<file path="config.mk">
export PLATFORM = sky130hd
export DESIGN_NAME = xts_tweak_advance_core
export DESIGN_NICKNAME = d
export VERILOG_FILES = /design/src/hw/rtl/xta_pkg.sv /design/src/hw/rtl/xts_tweak_advance_core.sv
export SDC_FILE = /design/constraint.sdc
export NUM_CORES = 1
export LEC_CHECK = 0
export BUFFER_PORTS_ARGS = -buffer_cell sky130_fd_sc_hd__buf_2
export CAP_MARGIN = 10
export CORE_MARGIN = 8
export CORE_UTILIZATION = 60
export DETAILED_ROUTE_END_ITERATION = 8
export PLACE_DENSITY = 0.81
export SLEW_MARGIN = 20
export SYNTH_ARGS = -nofsm -noshare
export SYNTH_HDL_FRONTEND = slang
export SYNTH_SLANG_ARGS = --single-unit
export TNS_END_PERCENT = 30
</file>
<file path="constraint.sdc">
create_clock -name clk -period 15.1 [get_ports clk]
set_input_delay 0.755 -clock clk [delete_from_list [all_inputs] [get_ports clk]]
set_output_delay 0.755 -clock clk [all_outputs]
set_load 0.05 [all_outputs]
</file>
<file path="src/hw/rtl/xta_pkg.sv">
// ----------------------------------------------------------------------------
// xta_pkg: shared types, constants and field arithmetic for the tweak advance
// GF(2^128) helpers, reduction polynomial x^128 + x^7 + x^2 + x + 1
// ----------------------------------------------------------------------------
package xta_pkg;

  localparam logic [127:0] REDUCE_POLY = 128'h87;
  localparam int unsigned  MUL_DIGIT   = 4;
  localparam int unsigned  MUL_STEPS   = 128 / MUL_DIGIT;
  localparam int unsigned  MUL_CNT_W   = $clog2(MUL_STEPS);

  typedef struct packed {
    logic [63:0] tweak_low;
    logic [63:0] tweak_high;
    logic [63:0] block_offset;
  } xta_req_t;

  typedef struct packed {
    logic [63:0] new_tweak_low;
    logic [63:0] new_tweak_high;
  } xta_rsp_t;

  typedef enum logic [1:0] {
    ST_IDLE,
    ST_EXP,
    ST_MUL,
    ST_DONE
  } xta_state_t;

  // multiply by x with reduction
  function automatic logic [127:0] gf_times_x(input logic [127:0] v);
    gf_times_x = {v[126:0], 1'b0} ^ (v[127] ? REDUCE_POLY : 128'd0);
  endfunction

  // squaring is linear: spread bits, then fold the upper half twice
  function automatic logic [127:0] gf_square(input logic [127:0] v);
    logic [254:0] s;
    logic [126:0] h;
    logic [133:0] t;
    logic [5:0]   f;
    s = '0;
    for (int i = 0; i < 128; i++) begin
      s[2*i] = v[i];
    end
    h = s[254:128];
    t = {6'b0, s[127:0]} ^ {7'b0, h} ^ {6'b0, h, 1'b0} ^ {5'b0, h, 2'b0} ^ {h, 7'b0};
    f = t[133:128];
    gf_square = t[127:0] ^ {122'b0, f} ^ {121'b0, f, 1'b0} ^ {120'b0, f, 2'b0}
              ^ {115'b0, f, 7'b0};
  endfunction

  // one digit of the shift-and-add multiply, top multiplier bit first
  function automatic logic [127:0] gf_mul_digit(input logic [127:0] acc,
                                                input logic [127:0] a,
                                                input logic [MUL_DIGIT-1:0] d);
    logic [127:0] r;
    r = acc;
    for (int j = MUL_DIGIT - 1; j >= 0; j--) begin
      r = gf_times_x(r) ^ (d[j] ? a : 128'd0);
    end
    gf_mul_digit = r;
  endfunction

endpackage

</file>
<file path="src/hw/rtl/xts_tweak_advance_core.sv">
// ----------------------------------------------------------------------------
// xts_tweak_advance_core: advance an XTS tweak by a block offset
// Returns tweak * alpha^offset in GF(2^128) with a small sequencer
// ----------------------------------------------------------------------------
// Usage:
//   Request channel in_valid / in_stall / in_data carries the tweak halves and
//   the block offset; a request is taken when in_valid is high and in_stall
//   is low. The response channel out_valid / out_stall / out_data carries the
//   new tweak; it is taken when out_valid is high and out_stall is low.
// Sequence:
//   The exponent alpha^offset is built by one squarer plus a shift-by-x unit,
//   one offset bit per cycle in ST_EXP, then a 4-bit-per-cycle shift-and-add
//   multiplier folds it into the tweak in ST_MUL. ST_DONE moves the result to
//   the output register once that register is free: a request occupies the
//   core through ST_EXP, ST_MUL and ST_DONE, and the core takes a new request
//   only in ST_IDLE, after the last one has left ST_DONE.
//   in_stall is high while a request is being worked on.
// Stall and reset:
//   A waiting result sits in the output register and the next request can
//   already be taken; a finished result waits in the core until the output
//   register frees up. Reset (rst, synchronous) empties the core and drops
//   any result not yet taken. Offset bits above OFFSET_BITS are ignored.
// ----------------------------------------------------------------------------
module xts_tweak_advance_core #(
  parameter int unsigned OFFSET_BITS = 64
) (
  input  logic              clk,
  input  logic              rst,
  input  logic              in_valid,
  output logic              in_stall,
  input  xta_pkg::xta_req_t in_data,
  output logic              out_valid,
  input  logic              out_stall,
  output xta_pkg::xta_rsp_t out_data
);

  localparam int unsigned CNT_W = $clog2(OFFSET_BITS);

  xta_pkg::xta_state_t state, state_next;

  logic [OFFSET_BITS-1:0]        offset_sr;
  logic [CNT_W-1:0]              bit_cnt;
  logic [xta_pkg::MUL_CNT_W-1:0] mul_cnt;
  logic [127:0]                  tweak;
  logic [127:0]                  power;
  logic [127:0]                  acc;

  logic take_req;
  logic out_free;
  logic load_out;
  logic [127:0] power_sq;

  assign out_free = !out_valid || !out_stall;
  assign take_req = in_valid && !in_stall;
  assign power_sq = xta_pkg::gf_square(power);

  // next state
  always_comb begin
    state_next = state;
    case (state)
      xta_pkg::ST_IDLE: begin
        if (in_valid) state_next = xta_pkg::ST_EXP;
      end
      xta_pkg::ST_EXP: begin
        if (bit_cnt == '0) state_next = xta_pkg::ST_MUL;
      end
      xta_pkg::ST_MUL: begin
        if (mul_cnt == xta_pkg::MUL_CNT_W'(xta_pkg::MUL_STEPS - 1)) begin
          state_next = xta_pkg::ST_DONE;
        end
      end
      xta_pkg::ST_DONE: begin
        if (out_free) state_next = xta_pkg::ST_IDLE;
      end
      default: state_next = xta_pkg::ST_IDLE;
    endcase
  end

  // outputs of the sequencer
  always_comb begin
    in_stall = 1'b1;
    load_out = 1'b0;
    case (state)
      xta_pkg::ST_IDLE: in_stall = 1'b0;
      xta_pkg::ST_EXP:  in_stall = 1'b1;
      xta_pkg::ST_MUL:  in_stall = 1'b1;
      xta_pkg::ST_DONE: load_out = out_free;
      default:          in_stall = 1'b1;
    endcase
  end

  always_ff @(posedge clk) begin
    if (rst) begin
      state <= xta_pkg::ST_IDLE;
    end else begin
      state <= state_next;
    end
  end

  // datapath
  always_ff @(posedge clk) begin
    if (take_req) begin
      offset_sr <= in_data.block_offset[OFFSET_BITS-1:0];
      tweak     <= {in_data.tweak_high, in_data.tweak_low};
      power     <= 128'd1;
      acc       <= '0;
      bit_cnt   <= CNT_W'(OFFSET_BITS - 1);
      mul_cnt   <= '0;
    end else if (state == xta_pkg::ST_EXP) begin
      // square, then one more factor of x when the offset bit is set
      power     <= offset_sr[OFFSET_BITS-1] ? xta_pkg::gf_times_x(power_sq) : power_sq;
      offset_sr <= {offset_sr[OFFSET_BITS-2:0], 1'b0};
      bit_cnt   <= bit_cnt - 1'b1;
    end else if (state == xta_pkg::ST_MUL) begin
      acc     <= xta_pkg::gf_mul_digit(acc, tweak, power[127 -: xta_pkg::MUL_DIGIT]);
      power   <= {power[127-xta_pkg::MUL_DIGIT:0], {xta_pkg::MUL_DIGIT{1'b0}}};
      mul_cnt <= mul_cnt + 1'b1;
    end
  end

  always_ff @(posedge clk) begin
    if (rst) begin
      out_valid <= 1'b0;
    end else if (load_out) begin
      out_valid <= 1'b1;
    end else if (!out_stall) begin
      out_valid <= 1'b0;
    end
  end

  always_ff @(posedge clk) begin
    if (load_out) begin
      out_data.new_tweak_low  <= acc[63:0];
      out_data.new_tweak_high <= acc[127:64];
    end
  end

`ifndef SYNTH
  a_req_starts_exp: assert property (@(posedge clk) disable iff (rst)
    take_req |=> state == xta_pkg::ST_EXP)
    else $error("request did not start the exponent phase");

  a_exp_to_mul: assert property (@(posedge clk) disable iff (rst)
    (state == xta_pkg::ST_EXP && bit_cnt == '0) |=> state == xta_pkg::ST_MUL)
    else $error("exponent phase did not hand over to the multiplier");

  a_mul_to_done: assert property (@(posedge clk) disable iff (rst)
    (state == xta_pkg::ST_MUL && mul_cnt == xta_pkg::MUL_CNT_W'(xta_pkg::MUL_STEPS - 1))
    |=> state == xta_pkg::ST_DONE)
    else $error("multiplier ran past its last digit");

  a_rsp_from_done: assert property (@(posedge clk) disable iff (rst)
    $rose(out_valid) |-> $past(state) == xta_pkg::ST_DONE)
    else $error("response raised without a finished request");

  a_no_req_while_busy: assert property (@(posedge clk) disable iff (rst)
    (state != xta_pkg::ST_IDLE) |-> in_stall)
    else $error("request channel open while busy");
`endif

endmodule
</file>
==> flow_summary.ini <==
[outcome]
outcome = finished clean

[clock_tree]
htree_levels = 2
cts_tree = yes
clockRootBuffer = clkbuf_16
clock_sinks = 590
cts-buffers-inserted = 61
cts_resized = 0
insertion_delay_ps = 630
hold_buffers = 0
clockBufferDepth = 3
clkSlewWorstSetupHoldPaths_ps = 60
post_cts_buffers = 0

[logic_synthesis]
seq_area_frac_synth_pct = 45.9
netlist-cell-type-count = 40
synth_simple_gate_area_share_pct = 13.1
synth-warning-count = 0
synth_xor_area_share_pct = 23.6
syn_area_um2 = 32700
ys_ff_latch = 590
synth_top_family_by_area = XOR/XNOR gates
synth_edf_count = 320
synthMuxAreaShare_pct = 5.93
syn_area_per_cell_um2 = 10.2
syn_nets = 3424
syn_inst = 3219
synth_compound_area_share_pct = 7.85
synth_flop_cell = edfxtp_1
synth-async-reset-ratio_pct = 0
synthAdderAreaFrac_pct = 0.344

[power_and_ir_drop]
combPwrFrac_pct = 40.9
p_sw_share_pct = 38.1
pwr-share-clk_pct = 22.6
power_mw = 7.52
p_per_area_nw_per_um2 = 205
switchingPower_mw = 2.86
p_int_mw = 4.66
ir_worst_vdd_uv = 122
p_leak_nw = 15.2
p_seq_share_pct = 36.5

[route]
drtPass1Iterations = 6
viasPerCell = 5.71
wirelength_um = 79800
vias = 23500
drt_iter0_markers = 2033
avgRoutedWirePerCell_um = 19.4
ant_nets = 0
drc = 0

[floorplan]
core_um2 = 53900
die_y_um = 250
start_util_pct = 60.7
fp.dieW_um = 250
num_rows = 85
ioPinCount = 326
die-area_um2 = 62300

[critical_path]
crit_required_ps = 15570
arrival_ps = 3960
cp_max_fo = 63
cp-start-kind = flip-flop
crit_path_end_kind = flip-flop
critPathKind = reg -> reg

[global_route]
grtUsageTotal_pct = 24.6
grt_max_degree = 191
antenna_found_initial = 7
grt_pass1_wl_um = 127000
grt_pass1_vias = 23400
gr-total-overflow = 0

[sta]
skew_ps = 24.6
max_slew_margin_pct = 23.4
finalHoldViolCount = 0
post-route-min-period_ps = 3490
clock.fmax_mhz = 286
hold_ws_ps = 293
finalSetupViolCount = 0
period_share_pct = 23.1
maxSlewViolCount = 0
worstMarginPinSlew_ps = 1150
fin_setup_tns_ps = 0
rsz0062_at_grt = false

[layout]
nets = 3574
syn2layout_area_growth_pct = 12.1
drive_above_1_share_pct = 13.6
fill_cells = 3816

[placed_design]
gp_congestion = 0.855
hpwl_um = 51500
io_buffer_count = 325

[run]
drv_cap = 0

[min_path]
holdCritPathClass = in -> reg
## placed cells by master, fill, tap and decap left out, types with 7 or more instances in the layout
| cell | count |
|---|---|
| nand2_1 | 720 |
| clkinv_2 | 11 |
| dfxtp_1 | 266 |
| edfxtp_1 | 320 |
| o21ai_0 | 136 |
| inv_1 | 8 |
| buf_2 | 325 |
| nor2_1 | 190 |
| mux2i_1 | 194 |
| xnor2_1 | 279 |
| clkbuf_8 | 7 |
| buf_4 | 17 |
| xor2_1 | 245 |
| a21oi_1 | 186 |
| clkbuf_1 | 10 |
| bufinv_16 | 13 |
| clkbuf_16 | 64 |
| nand2b_1 | 118 |
| xnor3_1 | 132 |
| a21o_1 | 113 |
## power groups by stage
stage | logic (mW) | registers, mW | clock network (mW)
4_1_cts | 3.08 | 2.73 | 1.72
2_1_floorplan | 2.62 | 2.56 | 0
5_1_grt | 3.36 | 2.79 | 1.78
6_report | 3.08 | 2.74 | 1.70
3_3_place_gp | 2.93 | 2.74 | 0
3_5_place_dp | 3.04 | 2.76 | 0
## layout make-up
type	count	area, µm²	area share [%]
multi-input combinational	2363	16700	45.4
sequential	590	15000	41.0
timing repair buffer	343	1770	4.84
clock buffer	81	1740	4.73
tap	696	871	2.37
clock inverter	35	551	1.50
inverter	10	45.0	0.123
antenna	2	5.00	0.0136
## cells in the mapped netlist (3+ instances only)
library cell	number	share of area [%]
a211oi_1	4	0.092
a21o_1	113	2.6
a21oi_1	186	2.8
buf_1	34	0.39
buf_2	43	0.66
buf_4	14	0.32
clkbuf_1	165	1.9
dfxtp_1	270	17
edfxtp_1	320	29
ha_1	9	0.34
inv_1	8	0.092
mux2i_1	194	5.9
nand2_1	722	8.3
nand2b_1	118	2.3
nand3_1	4	0.061
nor2_1	190	2.2
nor3b_1	3	0.069
o21ai_0	136	2.1
xnor2_1	279	7.5
xnor3_1	132	9.1
xor2_1	245	6.6
xor3_1	5	0.36
## routing by layer
metal | vias to the layer above | global-route usage [%] | wire, µm
li1 | 11000 | - | -
met1 | 11500 | 32.4 | 33500
met2 | 870 | 40.7 | 38200
met3 | 185 | 4.76 | 5480
met4 | 10 | 8.21 | 2540
met5 | - | 0 | 62
## cell families (layout without fill, tap and decap cells)
family	count (synthesis)	in the layout
mux	194	194
buf+inv	266	469
fa+ha+maj	9	9
simple gates	1048	1048
xor+xnor	663	663
compound gates	449	449
flops	590	590
other cells	0	2
## stage by stage
stage | utilization (%) | instance area [µm²] | setup slack [ps] | std cells
after global routing | 68.0 | 36700 | 11400 | 4118
after floorplan | - | 32700 | 4280 | 3219
final | 68.0 | 36700 | 11610 | 4120
after CTS | 68.0 | 36700 | 11630 | 4118
after detailed placement | 63.8 | 34400 | 11680 | 4002
after global placement | 63.8 | 34400 | 11790 | 4002
## flip-flops by register name (all words and copies together) (netlist names)
signal and count:
bit_cnt 6, mul_cnt 5, power 128, offset_sr 64, state 2, acc 128, tweak 128, out_data 128
out_valid 1
## worst max-delay path, stage by stage, from the launching register on
cell	delay [ps]
dfxtp_1	350
inv_1	210
ha_4	550
buf_4	710
buf_4	970
mux2i_1	310
nor2_1	80
## final timing paths
check	slack (ps)	start	endpoint	cells after the start
setup reg to reg	11610	state[0]	acc[111]	6
setup / recovery	11610	state[0]	acc[111]	6
hold reg to reg	480	acc[114]	out_data[50]	0
hold / removal	290	in_data[161]	tweak[33]	1
No activity file was read; power rests on OpenSTA's default activity.
